### config.mk
export PLATFORM = sky130hd
export DESIGN_NAME = simple_polygon_vertex_entry_core
export DESIGN_NICKNAME = d
export VERILOG_FILES = /design/src/design/spve_pkg.sv /design/src/design/spve_ram.sv /design/src/design/spve_xprod.sv /design/src/design/spve_ctrl.sv /design/src/design/simple_polygon_vertex_entry_core.sv
export SDC_FILE = /design/constraint.sdc
export NUM_CORES = 2
export LEC_CHECK = 0
export CORE_MARGIN = 2
export CORE_UTILIZATION = 40
export CTS_BUF_LIST = sky130_fd_sc_hd__clkbuf_8 sky130_fd_sc_hd__clkbuf_16
export CTS_CLUSTER_SIZE = 28
export DETAILED_ROUTE_END_ITERATION = 10
export DONT_BUFFER_PORTS = 1
export PLACE_DENSITY = 0.53
export SETUP_SLACK_MARGIN = 0.02
export SYNTH_ARGS = -nofsm -noshare
export SYNTH_HDL_FRONTEND = slang
export SYNTH_HIERARCHICAL = 1
export SYNTH_SLANG_ARGS = --single-unit
export TNS_END_PERCENT = 50
### constraint.sdc
create_clock -name clk -period 7.86 [get_ports clk]
set_input_delay 0.393 -clock clk [delete_from_list [all_inputs] [get_ports clk]]
set_output_delay 0.393 -clock clk [all_outputs]
set_load 0.03 [all_outputs]
### src/design/spve_pkg.sv
package spve_pkg;

	localparam int MAX_VERTICES = 64;
	localparam int MIN_POLY     = 3;
	localparam int COORD_W      = 10;
	localparam int DIFF_W       = COORD_W + 1;
	localparam int PROD_W       = 2 * DIFF_W + 1;
	localparam int VIDX_W       = $clog2(MAX_VERTICES);
	localparam int CNT_W        = $clog2(MAX_VERTICES + 1);
	localparam int OP_W         = 2;
	localparam int STATUS_W     = 3;
	localparam int VTX_W        = 2 * COORD_W;

	localparam logic [COORD_W-1:0] WIN_H_RESET = COORD_W'(800);

	typedef enum logic [OP_W-1:0] {
		OP_ADD   = 2'd0,
		OP_CLOSE = 2'd1,
		OP_CLEAR = 2'd2
	} op_t;

	typedef enum logic [STATUS_W-1:0] {
		ST_OK     = 3'd0,
		ST_CROSS  = 3'd1,
		ST_FEW    = 3'd2,
		ST_FULL   = 3'd3,
		ST_CLOSED = 3'd4
	} status_t;

	typedef enum logic [3:0] {
		S_IDLE,
		S_DECIDE,
		S_GET_P1,
		S_GET_P2,
		S_FETCH,
		S_DET,
		S_NUM_A,
		S_NUM_B,
		S_CHECK,
		S_PUT
	} state_t;

	typedef struct packed {
		logic [COORD_W-1:0] x;
		logic [COORD_W-1:0] y;
	} vtx_t;

	typedef struct packed {
		logic              we;
		logic [VIDX_W-1:0] waddr;
		vtx_t              wdata;
		logic              re;
		logic [VIDX_W-1:0] raddr;
	} ram_req_t;

	// Operands of the shared cross product a*b - c*e
	typedef struct packed {
		logic signed [DIFF_W-1:0] a;
		logic signed [DIFF_W-1:0] b;
		logic signed [DIFF_W-1:0] c;
		logic signed [DIFF_W-1:0] e;
	} xp_op_t;

endpackage

### src/design/spve_ram.sv
module spve_ram #(
	parameter int WIDTH = 20,
	parameter int DEPTH = 64,
	localparam int AW = $clog2(DEPTH)
) (
	input  logic             clk,
	input  logic             we,
	input  logic [AW-1:0]    waddr,
	input  logic [WIDTH-1:0] wdata,
	input  logic             re,
	input  logic [AW-1:0]    raddr,
	output logic [WIDTH-1:0] rdata
);

	logic [WIDTH-1:0] mem [DEPTH];

	always_ff @(posedge clk) begin
		if (we) begin
			mem[waddr] <= wdata;
		end
		if (re) begin
			rdata <= mem[raddr];
		end
	end

endmodule

### src/design/spve_xprod.sv
module spve_xprod (
	input  spve_pkg::xp_op_t                   xp_op,
	output logic signed [spve_pkg::PROD_W-1:0] xp_res
);

	import spve_pkg::*;

	logic signed [2*DIFF_W-1:0] prod_ab;
	logic signed [2*DIFF_W-1:0] prod_ce;

	assign prod_ab = xp_op.a * xp_op.b;
	assign prod_ce = xp_op.c * xp_op.e;
	assign xp_res  = {prod_ab[2*DIFF_W-1], prod_ab} - {prod_ce[2*DIFF_W-1], prod_ce};

endmodule

### src/design/spve_ctrl.sv
module spve_ctrl (
	input  logic                                clk,
	input  logic                                arst_n,
	input  logic                                in_valid,
	output logic                                in_stall,
	input  logic [spve_pkg::OP_W-1:0]           op,
	input  logic [spve_pkg::COORD_W-1:0]        point_x,
	input  logic [spve_pkg::COORD_W-1:0]        point_y,
	output logic                                out_valid,
	input  logic                                out_stall,
	output logic [spve_pkg::STATUS_W-1:0]       status,
	output logic [spve_pkg::CNT_W-1:0]          vertex_count,
	output logic                                is_closed,
	input  logic [spve_pkg::COORD_W-1:0]        win_h,
	output logic                                idle,
	output spve_pkg::ram_req_t                  ram_req,
	input  spve_pkg::vtx_t                      ram_rdata,
	output spve_pkg::xp_op_t                    xp_op,
	input  logic signed [spve_pkg::PROD_W-1:0]  xp_res
);

	import spve_pkg::*;

	function automatic logic signed [DIFF_W-1:0] coord_diff(
		input logic [COORD_W-1:0] a,
		input logic [COORD_W-1:0] b
	);
		return $signed({1'b0, a}) - $signed({1'b0, b});
	endfunction

	// n strictly between 0 and d, either sign of d
	function automatic logic strictly_in(
		input logic signed [PROD_W-1:0] n,
		input logic signed [PROD_W-1:0] d
	);
		if (d > 0) begin
			return (n > 0) && (n < d);
		end
		return (n < 0) && (n > d);
	endfunction

	state_t state_q, state_d;
	logic [CNT_W-1:0]  count_q;
	logic              closed_q;
	logic [VIDX_W-1:0] k_q;
	logic              out_valid_q;

	op_t                      op_q;
	logic [COORD_W-1:0]       px_q, fy_q;
	logic [COORD_W-1:0]       p1x_q, p1y_q;
	logic [COORD_W-1:0]       pvx_q, pvy_q;
	logic signed [DIFF_W-1:0] dx12_q, dy12_q, dx34_q, dy34_q, ax_q, by_q;
	logic signed [PROD_W-1:0] d_q, na_q, nb_q;
	status_t                  stat_q, stat_d;
	status_t                  status_q;
	logic [CNT_W-1:0]         vcount_q;
	logic                     oclosed_q;

	logic cnt_inc, poly_clr, poly_close, k_clr, k_one, k_inc, stat_ld, out_ld;
	logic hit, last_edge;
	logic [CNT_W-1:0] last_idx;
	logic [COORD_W:0] fy_full;
	logic [COORD_W-1:0] fy;

	assign last_idx  = count_q - CNT_W'(1);
	assign last_edge = ({1'b0, k_q} == last_idx);
	assign hit       = (d_q != '0) && strictly_in(na_q, d_q) && strictly_in(nb_q, d_q);
	assign fy_full   = {1'b0, win_h} - {1'b0, point_y};
	assign fy        = fy_full[COORD_W] ? '0 : fy_full[COORD_W-1:0];

	assign idle         = (state_q == S_IDLE);
	assign in_stall     = !idle;
	assign out_valid    = out_valid_q;
	assign status       = status_q;
	assign vertex_count = vcount_q;
	assign is_closed    = oclosed_q;

	always_comb begin
		state_d       = state_q;
		cnt_inc       = 1'b0;
		poly_clr      = 1'b0;
		poly_close    = 1'b0;
		k_clr         = 1'b0;
		k_one         = 1'b0;
		k_inc         = 1'b0;
		stat_ld       = 1'b0;
		stat_d        = ST_OK;
		out_ld        = 1'b0;
		ram_req       = '0;
		ram_req.waddr = count_q[VIDX_W-1:0];
		ram_req.wdata = '{x: px_q, y: fy_q};
		xp_op         = '{a: dx34_q, b: dy12_q, c: dx12_q, e: dy34_q};
		case (state_q)
			S_IDLE: begin
				if (in_valid) begin
					state_d = S_DECIDE;
				end
			end
			S_DECIDE: begin
				k_clr = 1'b1;
				case (op_q)
					OP_ADD: begin
						if (closed_q) begin
							stat_ld = 1'b1;
							stat_d  = ST_CLOSED;
							state_d = S_PUT;
						end else if (count_q >= CNT_W'(MAX_VERTICES)) begin
							stat_ld = 1'b1;
							stat_d  = ST_FULL;
							state_d = S_PUT;
						end else if (count_q < CNT_W'(MIN_POLY)) begin
							ram_req.we = 1'b1;
							cnt_inc    = 1'b1;
							stat_ld    = 1'b1;
							state_d    = S_PUT;
						end else begin
							ram_req.re    = 1'b1;
							ram_req.raddr = last_idx[VIDX_W-1:0];
							state_d       = S_GET_P1;
						end
					end
					OP_CLOSE: begin
						if (count_q < CNT_W'(MIN_POLY)) begin
							stat_ld = 1'b1;
							stat_d  = ST_FEW;
							state_d = S_PUT;
						end else begin
							ram_req.re    = 1'b1;
							ram_req.raddr = last_idx[VIDX_W-1:0];
							state_d       = S_GET_P1;
						end
					end
					OP_CLEAR: begin
						poly_clr = 1'b1;
						stat_ld  = 1'b1;
						state_d  = S_PUT;
					end
					default: begin
						stat_ld = 1'b1;
						state_d = S_PUT;
					end
				endcase
			end
			S_GET_P1: begin
				ram_req.re    = 1'b1;
				ram_req.raddr = '0;
				state_d       = (op_q == OP_CLOSE) ? S_GET_P2 : S_FETCH;
			end
			S_GET_P2: begin
				// first vertex doubles as the start of the first stored edge
				ram_req.re    = 1'b1;
				ram_req.raddr = VIDX_W'(1);
				k_one         = 1'b1;
				state_d       = S_FETCH;
			end
			S_FETCH: begin
				if (k_q == '0) begin
					ram_req.re    = 1'b1;
					ram_req.raddr = VIDX_W'(1);
					k_one         = 1'b1;
				end else begin
					state_d = S_DET;
				end
			end
			S_DET: begin
				state_d = S_NUM_A;
			end
			S_NUM_A: begin
				xp_op   = '{a: dx34_q, b: by_q, c: ax_q, e: dy34_q};
				state_d = S_NUM_B;
			end
			S_NUM_B: begin
				xp_op   = '{a: dx12_q, b: by_q, c: ax_q, e: dy12_q};
				state_d = S_CHECK;
			end
			S_CHECK: begin
				if (hit) begin
					stat_ld = 1'b1;
					stat_d  = ST_CROSS;
					state_d = S_PUT;
				end else if (last_edge) begin
					if (op_q == OP_ADD) begin
						ram_req.we = 1'b1;
						cnt_inc    = 1'b1;
					end else begin
						poly_close = 1'b1;
					end
					stat_ld = 1'b1;
					state_d = S_PUT;
				end else begin
					ram_req.re    = 1'b1;
					ram_req.raddr = k_q + VIDX_W'(1);
					k_inc         = 1'b1;
					state_d       = S_FETCH;
				end
			end
			S_PUT: begin
				// hold until the output word is free
				if (!out_valid_q || !out_stall) begin
					out_ld  = 1'b1;
					state_d = S_IDLE;
				end
			end
			default: begin
				state_d = S_IDLE;
			end
		endcase
	end

	always_ff @(posedge clk or negedge arst_n) begin
		if (!arst_n) begin
			state_q     <= S_IDLE;
			count_q     <= '0;
			closed_q    <= 1'b0;
			k_q         <= '0;
			out_valid_q <= 1'b0;
		end else begin
			state_q <= state_d;
			if (poly_clr) begin
				count_q  <= '0;
				closed_q <= 1'b0;
			end else begin
				if (cnt_inc) begin
					count_q <= count_q + CNT_W'(1);
				end
				if (poly_close) begin
					closed_q <= 1'b1;
				end
			end
			if (k_clr) begin
				k_q <= '0;
			end else if (k_one) begin
				k_q <= VIDX_W'(1);
			end else if (k_inc) begin
				k_q <= k_q + VIDX_W'(1);
			end
			if (out_ld) begin
				out_valid_q <= 1'b1;
			end else if (!out_stall) begin
				out_valid_q <= 1'b0;
			end
		end
	end

	always_ff @(posedge clk) begin
		case (state_q)
			S_IDLE: begin
				if (in_valid) begin
					op_q <= op_t'(op);
					px_q <= point_x;
					fy_q <= fy;
				end
			end
			S_GET_P1: begin
				p1x_q  <= ram_rdata.x;
				p1y_q  <= ram_rdata.y;
				dx12_q <= coord_diff(px_q, ram_rdata.x);
				dy12_q <= coord_diff(fy_q, ram_rdata.y);
			end
			S_GET_P2: begin
				dx12_q <= coord_diff(ram_rdata.x, p1x_q);
				dy12_q <= coord_diff(ram_rdata.y, p1y_q);
				pvx_q  <= ram_rdata.x;
				pvy_q  <= ram_rdata.y;
			end
			S_FETCH: begin
				if (k_q != '0) begin
					dx34_q <= coord_diff(ram_rdata.x, pvx_q);
					dy34_q <= coord_diff(ram_rdata.y, pvy_q);
					ax_q   <= coord_diff(pvx_q, p1x_q);
					by_q   <= coord_diff(pvy_q, p1y_q);
				end
				pvx_q <= ram_rdata.x;
				pvy_q <= ram_rdata.y;
			end
			S_DET: begin
				d_q <= xp_res;
			end
			S_NUM_A: begin
				na_q <= xp_res;
			end
			S_NUM_B: begin
				nb_q <= xp_res;
			end
			default: begin
			end
		endcase
		if (stat_ld) begin
			stat_q <= stat_d;
		end
		if (out_ld) begin
			status_q  <= stat_q;
			vcount_q  <= count_q;
			oclosed_q <= closed_q;
		end
	end

endmodule

### src/design/simple_polygon_vertex_entry_core.sv
// channel | signals                            | handshake
// input   | op, point_x, point_y               | in_valid / in_stall
// output  | status, vertex_count, is_closed    | out_valid / out_stall
// config  | window_height                      | cfg_valid / cfg_ready
//
// Add and close with n stored vertices walk the stored edges in turn, each through
// S_FETCH, S_DET, S_NUM_A, S_NUM_B and S_CHECK, a pace set by the single RAM read
// port and the shared cross-product unit, which forms three determinants per edge.
// Reset empties and opens the polygon and loads window_height with 800; the vertex
// RAM is not cleared. A result waits in the output register under out_stall while
// the next word is accepted.
module simple_polygon_vertex_entry_core (
	input  logic                          clk,
	input  logic                          arst_n,
	input  logic                          in_valid,
	output logic                          in_stall,
	input  logic [spve_pkg::OP_W-1:0]     op,
	input  logic [spve_pkg::COORD_W-1:0]  point_x,
	input  logic [spve_pkg::COORD_W-1:0]  point_y,
	output logic                          out_valid,
	input  logic                          out_stall,
	output logic [spve_pkg::STATUS_W-1:0] status,
	output logic [spve_pkg::CNT_W-1:0]    vertex_count,
	output logic                          is_closed,
	input  logic                          cfg_valid,
	output logic                          cfg_ready,
	input  logic [spve_pkg::COORD_W-1:0]  window_height
);

	import spve_pkg::*;

	logic [COORD_W-1:0]       win_h_q;
	logic                     idle;
	ram_req_t                 ram_req;
	logic [VTX_W-1:0]         ram_rdata;
	xp_op_t                   xp_op;
	logic signed [PROD_W-1:0] xp_res;

	assign cfg_ready = idle;

	always_ff @(posedge clk or negedge arst_n) begin
		if (!arst_n) begin
			win_h_q <= WIN_H_RESET;
		end else if (cfg_valid && cfg_ready) begin
			win_h_q <= window_height;
		end
	end

	spve_ctrl u_ctrl (
		.clk          (clk),
		.arst_n       (arst_n),
		.in_valid     (in_valid),
		.in_stall     (in_stall),
		.op           (op),
		.point_x      (point_x),
		.point_y      (point_y),
		.out_valid    (out_valid),
		.out_stall    (out_stall),
		.status       (status),
		.vertex_count (vertex_count),
		.is_closed    (is_closed),
		.win_h        (win_h_q),
		.idle         (idle),
		.ram_req      (ram_req),
		.ram_rdata    (ram_rdata),
		.xp_op        (xp_op),
		.xp_res       (xp_res)
	);

	spve_ram #(
		.WIDTH (VTX_W),
		.DEPTH (MAX_VERTICES)
	) u_vtx_ram (
		.clk   (clk),
		.we    (ram_req.we),
		.waddr (ram_req.waddr),
		.wdata (ram_req.wdata),
		.re    (ram_req.re),
		.raddr (ram_req.raddr),
		.rdata (ram_rdata)
	);

	spve_xprod u_xprod (
		.xp_op  (xp_op),
		.xp_res (xp_res)
	);

endmodule

---- Word-level counts from Yosys, hierarchy flattened ----
Memories as Yosys holds them, arrays and structs flattened. A register that Yosys moved wholly into a read port is not among the register bits.
Cells that the tools add are included.
cells by class
  add/subtract/negate cells ............... 13
  multiply operators ...................... 2
  magnitude comparators ................... 11
  equality and inequality tests ........... 16
  muxes and demuxes ....................... 72
  reduce and logical (&&, ||, !) cells .... 24
operator list
  kind                   count
  $sub A10 B10 Y11       9
  $pmux W44 S2           1
  $gt A23 B1 Y1 const B  3
  $mux W7                8
  $gt A23 B23 Y1         2
  $lt A23 B1 Y1 const B  2
  $lt A23 B23 Y1         2
  $mul A11 B11 Y22       2
  $pmux W11 S2           2
  $pmux W4 S10           1
  $mux W1                36
  $pmux W7 S5            1
  $mux W4                8
  $reduce_bool A23 Y1    1
  $sub A22 B22 Y23       1
  $mux W6                3
  $eq A4 B3 Y1 const B   4
  $pmux W7 S2            1
  $pmux W3 S2            2
  $eq A4 B2 Y1 const B   2
  $eq A4 B4 Y1 const B   2
  $pmux W1 S2            4
  $pmux W4 S2            1
  $add A7 B1 Y7 const B  1
  other kinds (24)       39
storage, ports and cells
  flip-flop bits (word level) ............. 240
  RAM bits ................................ 1280
  output and inout port bits .............. 14
  word-level logic and storage cells ...... 165
  memories ................................ 1
memory list
  name           depth  bits a word  read ports  clocked after memory_dff  wr ports  RTL line        text
  u_vtx_ram.mem  64     20           1           1                         1         spve_ram.sv:15  logic [WIDTH-1:0] mem [DEPTH];

---- Longest topological paths before layout ----
  depth after elaboration ................. 11
  gate-level depth with buffers ........... 32

---- Hierarchy ----
The synthesis kept the hierarchy.
modules (own cells, without submodules)
  module                            times used  cells an instance  area each (µm²)  sequential area each (µm²)
  spve_ram                          1           2223               49752.7          39037.4
  spve_ctrl                         1           1265               13605.5          6811.5
  spve_xprod                        1           1129               10279.9          0.0
  simple_polygon_vertex_entry_core  1           21                 377.9            254.0

---- Least setup slack after synthesis ----
OpenSTA, ideal clock, no wires.
  path type ............................... reg-to-reg
  from .................................... register u_ctrl.state_q[0]
  to ...................................... register u_ctrl.d_q[20], data pin
  library setup time ...................... 0.195 ns
  arrival time ............................ 7.851 ns
  data required time ...................... 7.665 ns
  path slack .............................. -0.186 ns
  stages on the path, launching flop included .. 28
  clock period less this slack ............ 8.046 ns
  cells stage by stage .................... dfrtp_1 > clkbuf_1 > nand3_1 > inv_1 > buf_1 > nand2_1 > nand2_1 > clkbuf_1 > nand2_1 > inv_1 > fa_1 > fa_1 > fa_1 > inv_1 > fa_1 > fa_1 > fa_1 > inv_1 > fa_1 > inv_1 > ha_1 > buf_6 > a21o_1 > o21bai_1 > or4_4 > a21oi_2 > nor2_1 > o311ai_2
RTL lines
  item                      RTL line          text
  start: declaration        spve_ctrl.sv:42   state_t state_q, state_d;
  start signal: assignment  spve_ctrl.sv:218  state_q <= state_d;
  end signal: assignment    spve_ctrl.sv:277  d_q <= xp_res;
  end: declaration          spve_ctrl.sv:53   logic signed [PROD_W-1:0] d_q, na_q, nb_q;

==> summary by stage <==
Status
The flow ran to the end, and the final reports show no timing, DRC or antenna violations.

Setup path
In this run the worst path has a maximum fanout of 23. The total buffers and inverters traversed by the critical path is 6. Setup slack on the worst reg-to-reg path comes out at 0.44 ns. The sort of element at the start of the critical path is a flip-flop. The start-to-end type of the worst setup path is reg2reg. The longest individual stage delay on the worst path is 0.53 ns. The endpoint of the lowest-slack register-to-register path is u_ctrl/na_q[20].

The worst reg2reg path startpoint is u_ctrl/state_q[2]. Data on the critical path arrives at its endpoint at 8.01 ns. The number of cells on the worst reg-to-reg path is 25. The worst path required time is 8.45 ns. STA classifies the critical path endpoint as a flip-flop. The slowest stage of the critical path is the fa_1 cell. The critical path starts at u_ctrl/state_q[2].

On the critical path the largest part of the delay comes from adder cells. The most common cell type on the critical path is fa_1.

Logic synthesis
The yosys synthesis warning count is 6. The share of flip-flops with an asynchronous set or reset after synthesis is 0.0188. In the synthesized netlist, the cells that appear most often are 1511 x edfxtp_1, 499 x inv_1, 284 x fa_1, 280 x mux4_2, 223 x ha_1. Of the post-synthesis cell area, the dominant cell type holds 0.613. Among all flip-flop cells after synthesis, the most frequent one is edfxtp_1. The number of instances in the synthesized netlist is 4638. The post-synthesis net count is 5182. The sequential area share after synthesis is 0.623. Among all cell types in the netlist, the one instantiated most often is edfxtp_1.

The synthesized netlist occupies a cell area of 74000 um2. The number of enable-type register cells in the synthesized netlist is 1511. The count of unique library cells instantiated by Yosys is 79. The dominant cell type by area after synthesis is edfxtp_1. Synthesis inferred 1540 register bits. In this run the mean area of a mapped cell was 16.0 um2. Sorting the synthesized cells by area gives the leading types as edfxtp_1 61%, mux4_2 8.5%, fa_1 7.7%.

Timing
The final count of pins violating max slew is 0. At the pin with the least slew margin, the transition time is 1.29 ns. Setup repair after global routing left no endpoint under its margin. Measured against its own limit, the worst slew margin works out to 0.137. On the final layout, the worst clock skew is 0.0581 ns. The final hold violation count came to 0.

Hold timing on the final database bottoms out at a slack of 0.113 ns. The time the final worst path needs with I/O delays and setup is 7.42 ns. The worst path meets setup with 0.443 ns of slack. The ratio of final minimum period to clock period is 0.944.

Static timing analysis puts the maximum clock frequency at 0.135 GHz. Setup violations remaining at the end of the flow were counted as 0. The total negative slack is 0 ns.

Placement
The global placement routability congestion is 0.889. Before CTS, the worst setup slack after placement is 0.207 ns. Port buffering added 0 buffers. The HPWL after detailed placement is 126 mm.

Clock tree
The TritonCTS clock tree is done. Clock-pin slew was measured on the worst setup and hold paths at 0.07 ns. The number of clock sinks seen by CTS is 1540. In this run the post-CTS setup repair buffer count came out at 0. The worst-skew pair later-pin latency is 0.81 ns. The TritonCTS buffer count is 163.

In this run the deepest clock path goes through 3 buffers. The number of levels in the clock H-tree is 4. Clock tree synthesis selected as its root buffer the cell clkbuf_16.

Floorplanning
The core region is 183000 um2. The horizontal die dimension is 434 um. The die footprint is 188000 um2. In this run the core area contains 157 standard-cell rows. The initial utilization of the core area, before any placement, comes to 0.403. In this run the vertical extent of the chip is 434 um. During I/O placement, the number of pins put on the boundary was 51.

Worst hold path
The critical hold path startpoint is point_y[6]. The worst hold path belongs to the class in2reg. The worst hold path was traced through 4 stages. The worst min-delay path endpoint is u_ctrl/fy_q[6].

Global routing
The total overflow reported by the global router is 0. The number of global-route vias before repair is 41300. The global-route usage over all layers is 0.205. The initial antenna violation count came to 3. The largest net degree at the start of global routing is 77. The global-route wire length before repair is 280 mm.

Run
The number of violations of the max-capacitance limit is 0.

Layout
Of the cells placed in the final design, the portion with a size suffix greater than 1 is 0.172. The growth of design area from synthesis to finish is 12.7%. Measured on the finished design, the core utilization comes to 0.455. The net count of the finished layout is 5364.

Route
The total detailed-routing wirelength is 191 mm. The routed length per instance is 25.7 um. After detailed routing, the number of vias per cell comes to 5.34.

The remaining antenna violation count is 0. The post-route DRC violation count is 0. The via count is 39600. The first routing iteration left 3236 violations. The pre-antenna-repair detailed-routing pass consisted of 5 iterations.
[worst max-delay path by stage]
| stage | endpoint | slack, ns | cells after the start |
|---|---|---|---|
| 2_1_floorplan | u_ctrl/d_q[20] | 0.14 | 27 |
| 3_3_place_gp | u_ctrl/d_q[20] | 0.24 | 26 |
| 3_5_place_dp | u_ctrl/na_q[20] | 0.21 | 26 |
| 4_1_cts | u_ctrl/nb_q[20] | 0.19 | 26 |
| 5_1_grt | u_ctrl/nb_q[20] | 0.03 | 26 |
| 6_report | u_ctrl/na_q[20] | 0.44 | 25 |
[state kept, by name (all words and copies together) (netlist names), 20 cells and up]
| name | flops |
|---|---|
| u_vtx_ram/mem | 1280 |
| u_ctrl/nb_q | 23 |
| u_vtx_ram/rdata | 20 |
| u_ctrl/na_q | 23 |
| u_ctrl/d_q | 23 |
[repair_timing]
item	in CTS	in global routing
setup endpoints to repair	0	18
hold buffers	38	0
resized for setup	0	9
endpoints found under the hold margin	55	0
[tightest hold or removal path: cells and delay by family]
| family | cells | cell delay, ns |
|---|---|---|
| buffers and inverters | 1 | 0.05 |
| adder cells (fa/ha/maj) | 1 | 0.18 |
| AND/OR/NAND/NOR | 1 | 0.09 |
| XOR/XNOR | 1 | 0.10 |
[cell families (layout without fill, tap and decap cells)]
logic type / Yosys count / in the layout / synth area share
AO/OA/AOI/OAI: 490 / 490 / 0.0435
XOR/XNOR: 83 / 83 / 0.00982
adder cells (fa/ha/maj): 507 / 507 / 0.115
buffers and inverters: 707 / 1014 / 0.0391
flip-flops: 1540 / 1540 / 0.623
multiplexers: 488 / 488 / 0.114
other: 0 / 3 / 0
AND/OR/NAND/NOR: 823 / 823 / 0.0560
[metrics by stage]
step | instance area, um2 | instances
final | 83400 | 7412
after global routing | 83400 | 7410
after CTS | 83400 | 7409
after detailed placement | 77900 | 7081
after global placement | 77900 | 7081
after floorplan | 74000 | 4638
[area by class of cell]
cell class / count / area [um2]
fill: 16100 / 100000
sequential: 1540 / 46100
multi-input combinational: 2391 / 25300
clock buffer: 165 / 4130
tap: 2464 / 3080
timing repair buffer: 223 / 1960
inverter: 501 / 1880
clock inverter: 125 / 917
antenna: 3 / 7.51
[metal layers]
| layer | up-vias | wire length [um] | global-route usage |
|---|---|---|---|
| li1 | 17600 | - | - |
| met1 | 20900 | 79600 | 0.266 |
| met2 | 847 | 95900 | 0.352 |
| met3 | 265 | 7740 | 0.0260 |
| met4 | 0 | 7650 | 0.0788 |
| met5 | - | 0 | 0 |
[placed cells by master (no fill, tap or decap), drive strengths merged, types with 26 or more instances in the layout]
| master | synthesis | final |
|---|---|---|
| nor3 | 34 | 34 |
| clkinv | 0 | 61 |
| a21boi | 32 | 32 |
| xnor2 | 59 | 59 |
| o21ai | 115 | 115 |
| dlygate4sd3 | 0 | 36 |
| a31oi | 39 | 39 |
| nand3 | 29 | 29 |
| nor2 | 187 | 187 |
| a22oi | 52 | 52 |
| edfxtp | 1511 | 1511 |
| fa | 284 | 284 |
| inv | 501 | 551 |
| nor2b | 39 | 39 |
| a21oi | 69 | 69 |
| ha | 223 | 223 |
| and2 | 161 | 161 |
| mux4 | 280 | 280 |
| dfrtp | 26 | 26 |
| a21o | 26 | 26 |
| mux2i | 159 | 159 |
| o22ai | 39 | 39 |
| nand2b | 27 | 27 |
| mux2 | 49 | 49 |
| clkbuf | 114 | 165 |
| nand2 | 223 | 223 |
| buf | 92 | 187 |
Power is not shown: default switching activity piles up to over one toggle a cycle in this logic, so the estimate is an artifact.
